**config.mk**
```make
export PLATFORM = sky130hd
export DESIGN_NAME = ascon128_aead_encrypt
export DESIGN_NICKNAME = d
export VERILOG_FILES = /design/src/design/ascon_pkg.sv /design/src/design/ascon_datapath.sv /design/src/design/ascon_ctrl.sv /design/src/design/ascon128_aead_encrypt.sv
export SDC_FILE = /design/constraint.sdc
export NUM_CORES = 2
export LEC_CHECK = 0
export ABC_AREA = 1
export BUFFER_PORTS_ARGS = -buffer_cell sky130_fd_sc_hd__clkbuf_2
export CORE_MARGIN = 4
export CORE_UTILIZATION = 35
export CTS_BUF_LIST = sky130_fd_sc_hd__clkbuf_4
export DETAILED_ROUTE_END_ITERATION = 7
export PLACE_DENSITY = 0.61
export SLEW_MARGIN = 5
export SYNTH_ARGS = -nofsm -noshare
export SYNTH_HDL_FRONTEND = slang
export SYNTH_SLANG_ARGS = --single-unit
```
**constraint.sdc**
```tcl
create_clock -name clk -period 6.7 [get_ports clk]
set_input_delay 0.335 -clock clk [delete_from_list [all_inputs] [get_ports clk]]
set_output_delay 0.335 -clock clk [all_outputs]
set_load 0.005 [all_outputs]
```
**src/design/ascon_pkg.sv**
```systemverilog
// Shared types and constants for the Ascon-128 encryption block.
// Holds payload structs, command codes, controller/datapath interface structs
// and the round constant table. No dependencies.
`default_nettype none

package ascon_pkg;

    localparam int LANE_W   = 64;
    localparam int NUM_LANES = 5;
    localparam int ROUNDS_A = 12;
    localparam int ROUNDS_B = 6;
    localparam int RND_W    = $clog2(ROUNDS_A);

    localparam logic [RND_W-1:0] RND_START_A = RND_W'(ROUNDS_A - ROUNDS_A);
    localparam logic [RND_W-1:0] RND_START_B = RND_W'(ROUNDS_A - ROUNDS_B);
    localparam logic [RND_W-1:0] RND_LAST    = RND_W'(ROUNDS_A - 1);

    localparam logic [LANE_W-1:0] LANE0_IV = 64'h8040_0c06_0000_0000;

    localparam logic [7:0] ROUND_CONST [ROUNDS_A] = '{
        8'hF0, 8'hE1, 8'hD2, 8'hC3, 8'hB4, 8'hA5,
        8'h96, 8'h87, 8'h78, 8'h69, 8'h5A, 8'h4B
    };

    typedef enum logic [2:0] {
        CMD_INIT     = 3'd0,
        CMD_AD_FULL  = 3'd1,
        CMD_AD_FINAL = 3'd2,
        CMD_PT_FULL  = 3'd3,
        CMD_PT_FINAL = 3'd4
    } cmd_t;

    localparam logic CFG_KEY_UPPER = 1'b0;
    localparam logic CFG_KEY_LOWER = 1'b1;

    localparam logic KIND_CT  = 1'b0;
    localparam logic KIND_TAG = 1'b1;

    typedef logic [NUM_LANES-1:0][LANE_W-1:0] lanes_t;

    typedef struct packed {
        logic [2:0]        cmd;
        logic [LANE_W-1:0] word_upper;
        logic [LANE_W-1:0] word_lower;
        logic [3:0]        valid_bytes;
    } in_item_t;

    typedef struct packed {
        logic              kind;
        logic [LANE_W-1:0] out_upper;
        logic [LANE_W-1:0] out_lower;
        logic [3:0]        out_bytes;
        logic              is_last;
    } out_item_t;

    typedef struct packed {
        logic             buf_load;
        logic             load_init;
        logic             do_round;
        logic [RND_W-1:0] rc_idx;
        logic             absorb;
        logic             pad_only;
        logic             dsep;
        logic             key12;
        logic             key34;
        logic             load_ct;
        logic             load_tag;
    } dp_ctl_t;

    typedef struct packed {
        logic out_free;
    } dp_status_t;

endpackage

`default_nettype wire

```
**src/design/ascon_datapath.sv**
```systemverilog
// Datapath: 320-bit state, one Ascon round per cycle, key registers,
// item buffer and result register. Depends on ascon_pkg.
`default_nettype none

module ascon_datapath (
    input  wire logic                  clk,
    input  wire logic                  rst_n,
    input  wire ascon_pkg::dp_ctl_t    dp_ctl,
    output ascon_pkg::dp_status_t      st,
    input  wire ascon_pkg::in_item_t   item,
    input  wire logic                  cfg_we,
    input  wire logic                  cfg_index,
    input  wire logic [63:0]           cfg_data,
    output logic                       result_valid,
    input  wire logic                  result_stall,
    output ascon_pkg::out_item_t       result
);

    function automatic logic [63:0] ror64(input logic [63:0] v, input int unsigned n);
        return (v >> n) | (v << (64 - n));
    endfunction

    function automatic ascon_pkg::lanes_t ascon_round(input ascon_pkg::lanes_t s,
                                                      input logic [7:0] c);
        logic [63:0] x0, x1, x2, x3, x4;
        logic [63:0] t0, t1, t2, t3, t4;
        ascon_pkg::lanes_t r;
        x0 = s[0];
        x1 = s[1];
        x2 = s[2] ^ {56'd0, c};
        x3 = s[3];
        x4 = s[4];
        x0 = x0 ^ x4;
        x4 = x4 ^ x3;
        x2 = x2 ^ x1;
        t0 = ~x0 & x1;
        t1 = ~x1 & x2;
        t2 = ~x2 & x3;
        t3 = ~x3 & x4;
        t4 = ~x4 & x0;
        x0 = x0 ^ t1;
        x1 = x1 ^ t2;
        x2 = x2 ^ t3;
        x3 = x3 ^ t4;
        x4 = x4 ^ t0;
        x1 = x1 ^ x0;
        x0 = x0 ^ x4;
        x3 = x3 ^ x2;
        x2 = ~x2;
        r[0] = x0 ^ ror64(x0, 19) ^ ror64(x0, 28);
        r[1] = x1 ^ ror64(x1, 61) ^ ror64(x1, 39);
        r[2] = x2 ^ ror64(x2, 1) ^ ror64(x2, 6);
        r[3] = x3 ^ ror64(x3, 10) ^ ror64(x3, 17);
        r[4] = x4 ^ ror64(x4, 7) ^ ror64(x4, 41);
        return r;
    endfunction

    function automatic logic [63:0] byte_mask(input logic [2:0] n);
        return ~(64'hFFFF_FFFF_FFFF_FFFF >> {n, 3'b000});
    endfunction

    function automatic logic [63:0] pad_bit(input logic [2:0] n);
        return 64'h8000_0000_0000_0000 >> {n, 3'b000};
    endfunction

    ascon_pkg::lanes_t   lanes_reg, lanes_next;
    ascon_pkg::lanes_t   stage0, stage1;
    ascon_pkg::in_item_t buf_reg;
    ascon_pkg::out_item_t out_reg, out_next;
    logic                out_valid_reg, out_valid_next;
    logic [63:0]         key_upper_reg, key_lower_reg;
    logic [2:0]          buf_n;
    logic                buf_full;
    logic [63:0]         absorb_word;

    assign buf_n    = buf_reg.valid_bytes[3] ? 3'd7 : buf_reg.valid_bytes[2:0];
    assign buf_full = (buf_reg.cmd == ascon_pkg::CMD_AD_FULL) ||
                      (buf_reg.cmd == ascon_pkg::CMD_PT_FULL);
    assign absorb_word = buf_full ? buf_reg.word_upper
                                  : ((buf_reg.word_upper & byte_mask(buf_n)) | pad_bit(buf_n));

    assign st.out_free = !out_valid_reg || !result_stall;

    always_comb
    begin
        if (dp_ctl.load_init)
        begin
            stage0[0] = ascon_pkg::LANE0_IV;
            stage0[1] = key_upper_reg;
            stage0[2] = key_lower_reg;
            stage0[3] = item.word_upper;
            stage0[4] = item.word_lower;
        end
        else
        begin
            stage0 = lanes_reg;
        end
        stage1 = dp_ctl.do_round ? ascon_round(stage0, ascon_pkg::ROUND_CONST[dp_ctl.rc_idx])
                                 : stage0;
        lanes_next    = stage1;
        lanes_next[0] = stage1[0] ^ (dp_ctl.absorb ? absorb_word : 64'd0)
                                  ^ (dp_ctl.pad_only ? pad_bit(3'd0) : 64'd0);
        lanes_next[1] = stage1[1] ^ (dp_ctl.key12 ? key_upper_reg : 64'd0);
        lanes_next[2] = stage1[2] ^ (dp_ctl.key12 ? key_lower_reg : 64'd0);
        lanes_next[3] = stage1[3] ^ (dp_ctl.key34 ? key_upper_reg : 64'd0);
        lanes_next[4] = stage1[4] ^ (dp_ctl.key34 ? key_lower_reg : 64'd0)
                                  ^ {63'd0, dp_ctl.dsep};
    end

    always_comb
    begin
        out_next       = out_reg;
        out_valid_next = out_valid_reg;
        if (out_valid_reg && !result_stall)
        begin
            out_valid_next = 1'b0;
        end
        if (dp_ctl.load_ct)
        begin
            out_valid_next     = 1'b1;
            out_next.kind      = ascon_pkg::KIND_CT;
            out_next.out_upper = buf_full ? lanes_reg[0] : (lanes_reg[0] & byte_mask(buf_n));
            out_next.out_lower = 64'd0;
            out_next.out_bytes = buf_full ? 4'd8 : {1'b0, buf_n};
            out_next.is_last   = 1'b0;
        end
        else if (dp_ctl.load_tag)
        begin
            out_valid_next     = 1'b1;
            out_next.kind      = ascon_pkg::KIND_TAG;
            out_next.out_upper = lanes_reg[3];
            out_next.out_lower = lanes_reg[4];
            out_next.out_bytes = 4'd8;
            out_next.is_last   = 1'b1;
        end
    end

    always_ff @(posedge clk or negedge rst_n)
    begin
        if (!rst_n)
        begin
            lanes_reg     <= '0;
            out_valid_reg <= 1'b0;
            key_upper_reg <= 64'd0;
            key_lower_reg <= 64'd0;
        end
        else
        begin
            lanes_reg     <= lanes_next;
            out_valid_reg <= out_valid_next;
            if (cfg_we && cfg_index == ascon_pkg::CFG_KEY_UPPER)
            begin
                key_upper_reg <= cfg_data;
            end
            if (cfg_we && cfg_index == ascon_pkg::CFG_KEY_LOWER)
            begin
                key_lower_reg <= cfg_data;
            end
        end
    end

    always_ff @(posedge clk)
    begin
        out_reg <= out_next;
        if (dp_ctl.buf_load)
        begin
            buf_reg <= item;
        end
    end

    assign result_valid = out_valid_reg;
    assign result       = out_reg;

endmodule

`default_nettype wire

```
**src/design/ascon_ctrl.sv**
```systemverilog
// Controller: message phase tracking, round counter and the sequencer that
// drives the datapath one step per cycle. Depends on ascon_pkg.
`default_nettype none

module ascon_ctrl (
    input  wire logic                   clk,
    input  wire logic                   rst_n,
    input  wire logic                   item_valid,
    input  wire logic [2:0]             item_cmd,
    output logic                        item_stall,
    output ascon_pkg::dp_ctl_t          dp_ctl,
    input  wire ascon_pkg::dp_status_t  st
);

    typedef enum logic [10:0] {
        S_IDLE     = 11'b000_0000_0001,
        S_INIT_RND = 11'b000_0000_0010,
        S_AD_XOR   = 11'b000_0000_0100,
        S_AD_RND   = 11'b000_0000_1000,
        S_CLOSE_RND = 11'b000_0001_0000,
        S_PT_XOR   = 11'b000_0010_0000,
        S_CT_EMIT  = 11'b000_0100_0000,
        S_PT_RND   = 11'b000_1000_0000,
        S_FIN_RND  = 11'b001_0000_0000,
        S_TAG_EMIT = 11'b010_0000_0000,
        S_SPARE    = 11'b100_0000_0000
    } state_t;

    typedef enum logic [1:0] {
        PH_IDLE = 2'd0,
        PH_AD   = 2'd1,
        PH_PT   = 2'd2
    } phase_t;

    state_t                     state_reg, state_next;
    phase_t                     phase_reg, phase_next;
    logic                       ad_reg, ad_next;
    logic                       fin_reg, fin_next;
    logic [ascon_pkg::RND_W-1:0] rnd_reg, rnd_next;
    logic                       rnd_last;

    assign rnd_last   = (rnd_reg == ascon_pkg::RND_LAST);
    assign item_stall = (state_reg != S_IDLE);

    always_comb
    begin
        state_next    = state_reg;
        phase_next    = phase_reg;
        ad_next       = ad_reg;
        fin_next      = fin_reg;
        rnd_next      = rnd_reg;
        dp_ctl        = '0;
        dp_ctl.rc_idx = rnd_reg;
        case (state_reg)
            S_IDLE:
            begin
                if (item_valid)
                begin
                    dp_ctl.buf_load = 1'b1;
                    fin_next = (item_cmd == ascon_pkg::CMD_AD_FINAL) ||
                               (item_cmd == ascon_pkg::CMD_PT_FINAL);
                    case (item_cmd)
                        ascon_pkg::CMD_INIT:
                        begin
                            dp_ctl.load_init = 1'b1;
                            rnd_next   = ascon_pkg::RND_START_A;
                            phase_next = PH_AD;
                            ad_next    = 1'b0;
                            state_next = S_INIT_RND;
                        end
                        ascon_pkg::CMD_AD_FULL, ascon_pkg::CMD_AD_FINAL:
                        begin
                            if (phase_reg == PH_AD)
                            begin
                                state_next = S_AD_XOR;
                            end
                        end
                        ascon_pkg::CMD_PT_FULL, ascon_pkg::CMD_PT_FINAL:
                        begin
                            if (phase_reg == PH_AD && ad_reg)
                            begin
                                dp_ctl.pad_only = 1'b1;
                                rnd_next   = ascon_pkg::RND_START_B;
                                state_next = S_CLOSE_RND;
                            end
                            else if (phase_reg == PH_AD)
                            begin
                                dp_ctl.dsep = 1'b1;
                                phase_next  = PH_PT;
                                state_next  = S_PT_XOR;
                            end
                            else if (phase_reg == PH_PT)
                            begin
                                state_next = S_PT_XOR;
                            end
                        end
                        default:
                        begin
                        end
                    endcase
                end
            end
            S_INIT_RND:
            begin
                dp_ctl.do_round = 1'b1;
                rnd_next = rnd_reg + 1'b1;
                if (rnd_last)
                begin
                    dp_ctl.key34 = 1'b1;
                    state_next   = S_IDLE;
                end
            end
            S_AD_XOR:
            begin
                dp_ctl.absorb = 1'b1;
                rnd_next   = ascon_pkg::RND_START_B;
                state_next = S_AD_RND;
            end
            S_AD_RND:
            begin
                dp_ctl.do_round = 1'b1;
                rnd_next = rnd_reg + 1'b1;
                if (rnd_last)
                begin
                    state_next = S_IDLE;
                    if (fin_reg)
                    begin
                        dp_ctl.dsep = 1'b1;
                        phase_next  = PH_PT;
                        ad_next     = 1'b0;
                    end
                    else
                    begin
                        ad_next = 1'b1;
                    end
                end
            end
            S_CLOSE_RND:
            begin
                dp_ctl.do_round = 1'b1;
                rnd_next = rnd_reg + 1'b1;
                if (rnd_last)
                begin
                    dp_ctl.dsep = 1'b1;
                    phase_next  = PH_PT;
                    ad_next     = 1'b0;
                    state_next  = S_PT_XOR;
                end
            end
            S_PT_XOR:
            begin
                dp_ctl.absorb = 1'b1;
                state_next = S_CT_EMIT;
            end
            S_CT_EMIT:
            begin
                if (st.out_free)
                begin
                    dp_ctl.load_ct = 1'b1;
                    if (fin_reg)
                    begin
                        dp_ctl.key12 = 1'b1;
                        rnd_next   = ascon_pkg::RND_START_A;
                        state_next = S_FIN_RND;
                    end
                    else
                    begin
                        rnd_next   = ascon_pkg::RND_START_B;
                        state_next = S_PT_RND;
                    end
                end
            end
            S_PT_RND:
            begin
                dp_ctl.do_round = 1'b1;
                rnd_next = rnd_reg + 1'b1;
                if (rnd_last)
                begin
                    state_next = S_IDLE;
                end
            end
            S_FIN_RND:
            begin
                dp_ctl.do_round = 1'b1;
                rnd_next = rnd_reg + 1'b1;
                if (rnd_last)
                begin
                    dp_ctl.key34 = 1'b1;
                    state_next   = S_TAG_EMIT;
                end
            end
            S_TAG_EMIT:
            begin
                if (st.out_free)
                begin
                    dp_ctl.load_tag = 1'b1;
                    phase_next = PH_IDLE;
                    ad_next    = 1'b0;
                    state_next = S_IDLE;
                end
            end
            default:
            begin
                state_next = S_IDLE;
            end
        endcase
    end

    always_ff @(posedge clk or negedge rst_n)
    begin
        if (!rst_n)
        begin
            state_reg <= S_IDLE;
            phase_reg <= PH_IDLE;
            ad_reg    <= 1'b0;
            fin_reg   <= 1'b0;
            rnd_reg   <= '0;
        end
        else
        begin
            state_reg <= state_next;
            phase_reg <= phase_next;
            ad_reg    <= ad_next;
            fin_reg   <= fin_next;
            rnd_reg   <= rnd_next;
        end
    end

    a_ad_open_phase: assert property (@(posedge clk) disable iff (!rst_n)
        ad_reg |-> phase_reg == PH_AD)
        else $error("Open associated data outside the associated data phase.");

    a_load_when_free: assert property (@(posedge clk) disable iff (!rst_n)
        (dp_ctl.load_ct || dp_ctl.load_tag) |-> st.out_free)
        else $error("Result register loaded while a transfer is still pending.");

    a_tag_ends_message: assert property (@(posedge clk) disable iff (!rst_n)
        (state_reg == S_TAG_EMIT && st.out_free) |=>
        (phase_reg == PH_IDLE && state_reg == S_IDLE))
        else $error("Message did not close after the tag was loaded.");

    a_round_range: assert property (@(posedge clk) disable iff (!rst_n)
        (state_reg == S_INIT_RND || state_reg == S_AD_RND || state_reg == S_CLOSE_RND ||
         state_reg == S_PT_RND || state_reg == S_FIN_RND) |-> rnd_reg <= ascon_pkg::RND_LAST)
        else $error("Round counter ran past the last round constant.");

    a_pt_phase: assert property (@(posedge clk) disable iff (!rst_n)
        (state_reg == S_PT_XOR) |-> phase_reg == PH_PT)
        else $error("Plaintext absorbed before domain separation.");

endmodule

`default_nettype wire

```
**src/design/ascon128_aead_encrypt.sv**
```systemverilog
// Ascon-128 encryption top level: one round unit used once per cycle.
// Init runs the full permutation, AD and PT full blocks the short one, PT final the
// full one and the tag. A first PT block closes open AD; outputs wait on the result
// register. One item is worked at a time; the result register lets a new item enter
// while a result waits. Async reset rst_n clears state, key, phase and result valid.
`default_nettype none

module ascon128_aead_encrypt (
    input  wire logic                  clk,
    input  wire logic                  rst_n,
    input  wire logic                  item_valid,
    output logic                       item_stall,
    input  wire ascon_pkg::in_item_t   item,
    output logic                       result_valid,
    input  wire logic                  result_stall,
    output ascon_pkg::out_item_t       result,
    input  wire logic                  cfg_we,
    input  wire logic                  cfg_index,
    input  wire logic [63:0]           cfg_data
);

    ascon_pkg::dp_ctl_t    dp_ctl;
    ascon_pkg::dp_status_t st;

    ascon_ctrl u_ctrl (
        .clk        (clk),
        .rst_n      (rst_n),
        .item_valid (item_valid),
        .item_cmd   (item.cmd),
        .item_stall (item_stall),
        .dp_ctl     (dp_ctl),
        .st         (st)
    );

    ascon_datapath u_datapath (
        .clk          (clk),
        .rst_n        (rst_n),
        .dp_ctl       (dp_ctl),
        .st           (st),
        .item         (item),
        .cfg_we       (cfg_we),
        .cfg_index    (cfg_index),
        .cfg_data     (cfg_data),
        .result_valid (result_valid),
        .result_stall (result_stall),
        .result       (result)
    );

endmodule

`default_nettype wire

```
# Yosys cells after proc, flatten, opt, wreduce, memory -nomap -nowiden
# Memories as Yosys holds them, arrays and structs flattened.
# Index checks and enable logic that the tools add are counted.
[totals] reg_bits=672 romBits=128 in_bits=205 output_inout_bits=136 wordCells=217 n_memories=1
[op_classes] add_sub_neg=1 n_lt_le_gt_ge=1 n_eq_ne=36 shift=2 mux=75 n_bitwise=56 n_reduce_logical=25
[memory_table] name="(name not given)" words=16 word_bits=8 read_ports=1 rd_clocked_by_memory_dff=0 write_ports=0 line="ascon_datapath.sv:98" source="stage1 = dp_ctl.do_round ? ascon_round(stage0, ascon_pkg::ROUND_CONST[dp_ctl.rc_idx])"
[ops] op="64-bit XOR" n=27
[ops] op="320-bit 2-to-1 mux" n=2
[ops] op="64-bit 2-to-1 mux" n=8
[ops] op="64-bit bitwise AND" n=7
[ops] op="64-bit NOT" n=7
[ops] op="133-bit 2-to-1 mux" n=2
[ops] op="64-bit by 6-bit right shift with 64-bit output, first input constant" n=2
[ops] op="11-bit 2-to-1 mux" n=10
[ops] op="11-bit one-hot mux with 8 select lines" n=1
[ops] op="23-bit by 64-bit OR with 64-bit output" n=1
[ops] op="25-bit by 64-bit OR with 64-bit output" n=1
[ops] op="3-bit by 64-bit OR with 64-bit output" n=1
[ops] op="36-bit by 64-bit OR with 64-bit output" n=1
[ops] op="45-bit by 64-bit OR with 64-bit output" n=1
[ops] op="47-bit by 64-bit OR with 64-bit output" n=1
[ops] op="54-bit by 64-bit OR with 64-bit output" n=1
[ops] op="57-bit by 64-bit OR with 64-bit output" n=1
[ops] op="58-bit by 64-bit OR with 64-bit output" n=1
[ops] op="63-bit by 64-bit OR with 64-bit output" n=1
[ops] op="64-bit OR" n=1
[ops] op="64-bit by 1-bit XOR with 64-bit output" n=1
[ops] op="64-bit by 8-bit XOR with 64-bit output" n=1
[ops] op="11-bit one-hot mux with 3 select lines" n=1
[ops] op="1-bit 2-to-1 mux" n=25
[ops] op="52 further kinds" n=91

# Longest topological paths before layout
[logic_depth] word_depth=17 depth_mapped=27 ltp_nobuf=24

# By module
# From an unflattened synthesis, not the netlist that was laid out.
[hier_totals] hier_cells=9219 hier_area_um2=57291.2
[modules_own_cells] module="ascon_datapath" n_inst=1 cells_per_inst=8978 area_each_um2=55729.7 seq_area_each_um2=16681.0
[modules_own_cells] module="ascon_ctrl" n_inst=1 cells_per_inst=241 area_each_um2=1561.5 seq_area_each_um2=451.7

# Worst setup path before layout
# No wires, ideal clock.
[synth_timing] kind="reg-to-reg" from="register u_ctrl.state_reg[0]" to="register u_datapath.lanes_reg[256] in the netlist's numbering" t_arrival_ns=4.981 slack_ns=1.601 path_stages_with_launch=13 path_cell_list="dfstp_2 inv_2 nor2_2 nand3_2 nor2_4 buf_1 inv_1 nor2_1 nand4_1 nand2_1 a21oi_1 xnor2_1 inv_1"
[synth_lines] element="start, declared" line="ascon_ctrl.sv:35" source="state_t state_reg, state_next;"
[synth_lines] element="start signal, assigned" line="ascon_ctrl.sv:221" source="state_reg <= state_next;"
[synth_lines] element="end signal, assigned" line="ascon_datapath.sv:149" source="lanes_reg <= lanes_next;"
[synth_lines] element="end, declared" line="ascon_datapath.sv:66" source="ascon_pkg::lanes_t lanes_reg, lanes_next;"

==> impl_results.md <==
- DIE HEIGHT: 406 µm
- Top cell type's share of synthesized area: 25.6%
- Clk_lat worst skew: 1.44 ns
- DIE AREA: 0.165 mm²
- Final setup margin: 0.926 ns
- Initial core utilization: 35.4%
- Launch point of the worst reg-to-reg path: u_ctrl.state_reg[0]$_DFFE_PN1P_
- Final setup viols: 0
- Global-route wire length before repair: slightly above 500,000 µm
- Least-Margin Pin Slew: 1.50 ns
- Flip-flop count of the largest register after layout: 320
- Initial DRC Count: approximately 11,000
- Fmax: 0.173 GHz
- Via count: 68,600
- Critical Path RT: 7.97 ns
- Setup TNS: 0 ns
- Synth Area in XOR/XNOR: between 8 and 9%
- # IOs: around 340
- Adder-cell share of the synthesized area: approximately 2.9%
- FF+latch count, synth: 670
- Clock Sinks: 670
- Wirelength per Cell: 32.6 µm
- Most frequent cells in the layout: nand2_1, nand3_1, inv_1, dfrtp_1, o21ai_0
- Nets: between 10,000 and 15,000
- Pins Over Slew Limit: 4
- Max-cap viol count: 1
- Vias in the first global route: approximately 62,000
- Crit path cell chain: inv_2 > nor2_2 > nand3_2 > nor2_4 > nand2_8 > buf_4 > o21ai_0 > ha_1 > xor2_1 > xor2_1 > nand2_1 > nand2_1 > nand2_1 > nand2_1 > nand2_1 > nand3b_1 > nand2_1
- Yosys top cell by area: nand2_1
- Vias per inst: 5.72
- Worst Hold Class: input port to flip-flop
- Crit path from: u_ctrl.state_reg[0]$_DFFE_PN1P_
- Post-route clock period utilization: a little under nine tenths
- Post-CTS setup buffer count: 0
- Worst-path clk slew: 0.07 ns
- Crit-path max cell delay: 0.96 ns
- CTS Root Cell: clkbuf_4
- FP Rows: 145
- Post-synthesis sequential area ratio: 30.9%
- Syn Area/Cell: 6.35 µm²
- CP Max Fanout: 63
- CP Launch Type: flip-flop
- P&R area growth vs syn: 22.5%
- Final WL: 391,000 µm
- Skew final: 0.152 ns
- Post-DRT Antenna Nets: 0
- Clock Path Buffers: 3
- Run status: finished, violations left
- Top post-synthesis cells by area: nand2_1, dfrtp_1, nand3_1
- Drt first pass iters: 8
- Worst relative slew slack: -0.663%
- Worst path bufs/invs: 2
- Crit path top cell by count: nand2_1
- R2R Setup Slk: 0.93 ns
- CP arrival: between 7 and 8 ns
- Largest net degree at the start of global routing: 134
- DRC errors left: 10
- RSZ-0062 raised after global routing: false
- Setup WS pre-CTS: 1.26 ns
- Grt ovf: 0
- Post-synthesis mux area share: 0%
- Post-synth cell types: 52
- Post-Syn Nets: 9,069
- Fin. Hold Viols: 0
- Most common cell after layout, fill and taps aside: nand2_1
- DP HPWL: 314,000 µm
- Largest family of logic cells by synthesized area: simple AND/OR/NAND/NOR gates
- CTS HTree Levels: 4
- CTS Buf Count: 205
- Tot GR Track Use: 46.1%
- Hold Startpoint: item[7]
- Mapped Area: approximately 0.055 mm²
- YS warnings: 0
- Core area: 0.157 mm²
- Layout cells sized above 1: 11.6%
- Critical path class: flip-flop to flip-flop
- Tmin final: 5.77 ns
- Chip Width: 406 µm
- Post-Synth Simple-Gate Area: 40.2%
- CP top delay family: simple AND/OR/NAND/NOR gates
- Compound-Gate Fraction of Synth Area: between 8 and 9%
- Gpl congestion: 1.13
- CP max stage cell: xor2_1
- CTS tree: yes
- Failing checks: design-rule violations, max-capacitance violations, max-slew violations
- Post-Place Cells: 11,200
- Crit end category: flip-flop
- Port Buffer Count: 340
- Post-Synthesis Cells: between 8,000 and 9,000
- Post-route insts no fill: 12,000
- Initial antenna violation count: 64
[routing by layer]
metal  vias to the layer above  share of wire, %  track usage [%]
li1                      30000                 -                -
met1                     32900                39             58.5
met2                      4659                41             67.1
met3                      1043                12             13.4
met4                        40               8.7             32.4
met5                         -             0.065                0
[kinds of logic after synthesis]
group / count (synthesis)
buffers and inverters: 1234
adders and majority gates: 129
AOI/OAI and AO/OA: 804
xor gates and xnor gates: 514
and+or+nand+nor: 5384
DFF: 670
[cell usage after synthesis (all sizes together)]
library cell	number
o211ai	70
nand3	1037
o2111ai	1
dfstp	1
o22ai	42
o21ai	618
o31ai	2
a21oi	40
ha	129
a31oi	3
clkinv	3
o311ai	1
nand2	3798
clkbuf	164
a32o	11
o32ai	1
or2	12
nor4	2
dfrtp	466
xnor2	139
a21o	5
edfxtp	138
o21a	9
nor2	305
xor2	375
or3	1
nand4	132
dfxtp	65
nor3b	1
a211oi	1
nand3b	85
inv	974
nor3	11
buf	93
[final cells by class]
type	instances	area, µm²
Antenna cell	43	108
Clock buffer	314	2360
Clock inverter	73	409
Fill cell	16300	88800
Inverter	977	3680
Multi-Input combinational cell	6831	33600
Sequential cell	670	17100
Tap cell	2058	2570
Timing Repair Buffer	1026	8080
[metrics by stage]
stage / hold WS (ns) / area [µm²] / utilization (%)
5_1_grt: 0.136 / 67800 / 43.3
4_1_cts: 0.000785 / 67800 / 43.3
6_report: 0.129 / 67900 / 43.3
2_1_floorplan: 0.0394 / 55400 / -
3_5_place_dp: 0.413 / 61100 / 39.0
3_3_place_gp: 0.405 / 61100 / 39.0
[worst register-to-register path: stages (launching register included)]
cell and delay [ns]:
dfstp_2 0.57, inv_2 0.04, nor2_2 0.13, nand3_2 0.10
nor2_4 0.18, nand2_8 0.33, buf_4 0.65, o21ai_0 0.55
ha_1 0.33, xor2_1 0.96, xor2_1 0.80, nand2_1 0.17
nand2_1 0.27, nand2_1 0.27, nand2_1 0.12, nand2_1 0.07
nand3b_1 0.10, nand2_1 0.06
[worst paths after layout]
path                                                        to  cells past startpoint
setup reg to reg           u_datapath.lanes_reg[239]$_DFF_PN0_                     17
hold / removal             u_datapath.lanes_reg[259]$_DFF_PN0_                      7
min in group asynchronous   u_datapath.lanes_reg[37]$_DFF_PN0_                      4
setup / recovery           u_datapath.lanes_reg[239]$_DFF_PN0_                     17
max in group asynchronous  u_datapath.lanes_reg[272]$_DFF_PN0_                      5
hold reg to reg              u_datapath.result[5]$_SDFFE_PP0P_                      2
[what timing repair did]
item | CTS | global route
gates resized for setup | 0 | 0
endpoints found under the hold margin | 817 | 0
hold buffers | 393 | 0
Power is not shown: default switching activity piles up to over one toggle a cycle in this logic, so the estimate is an artifact.
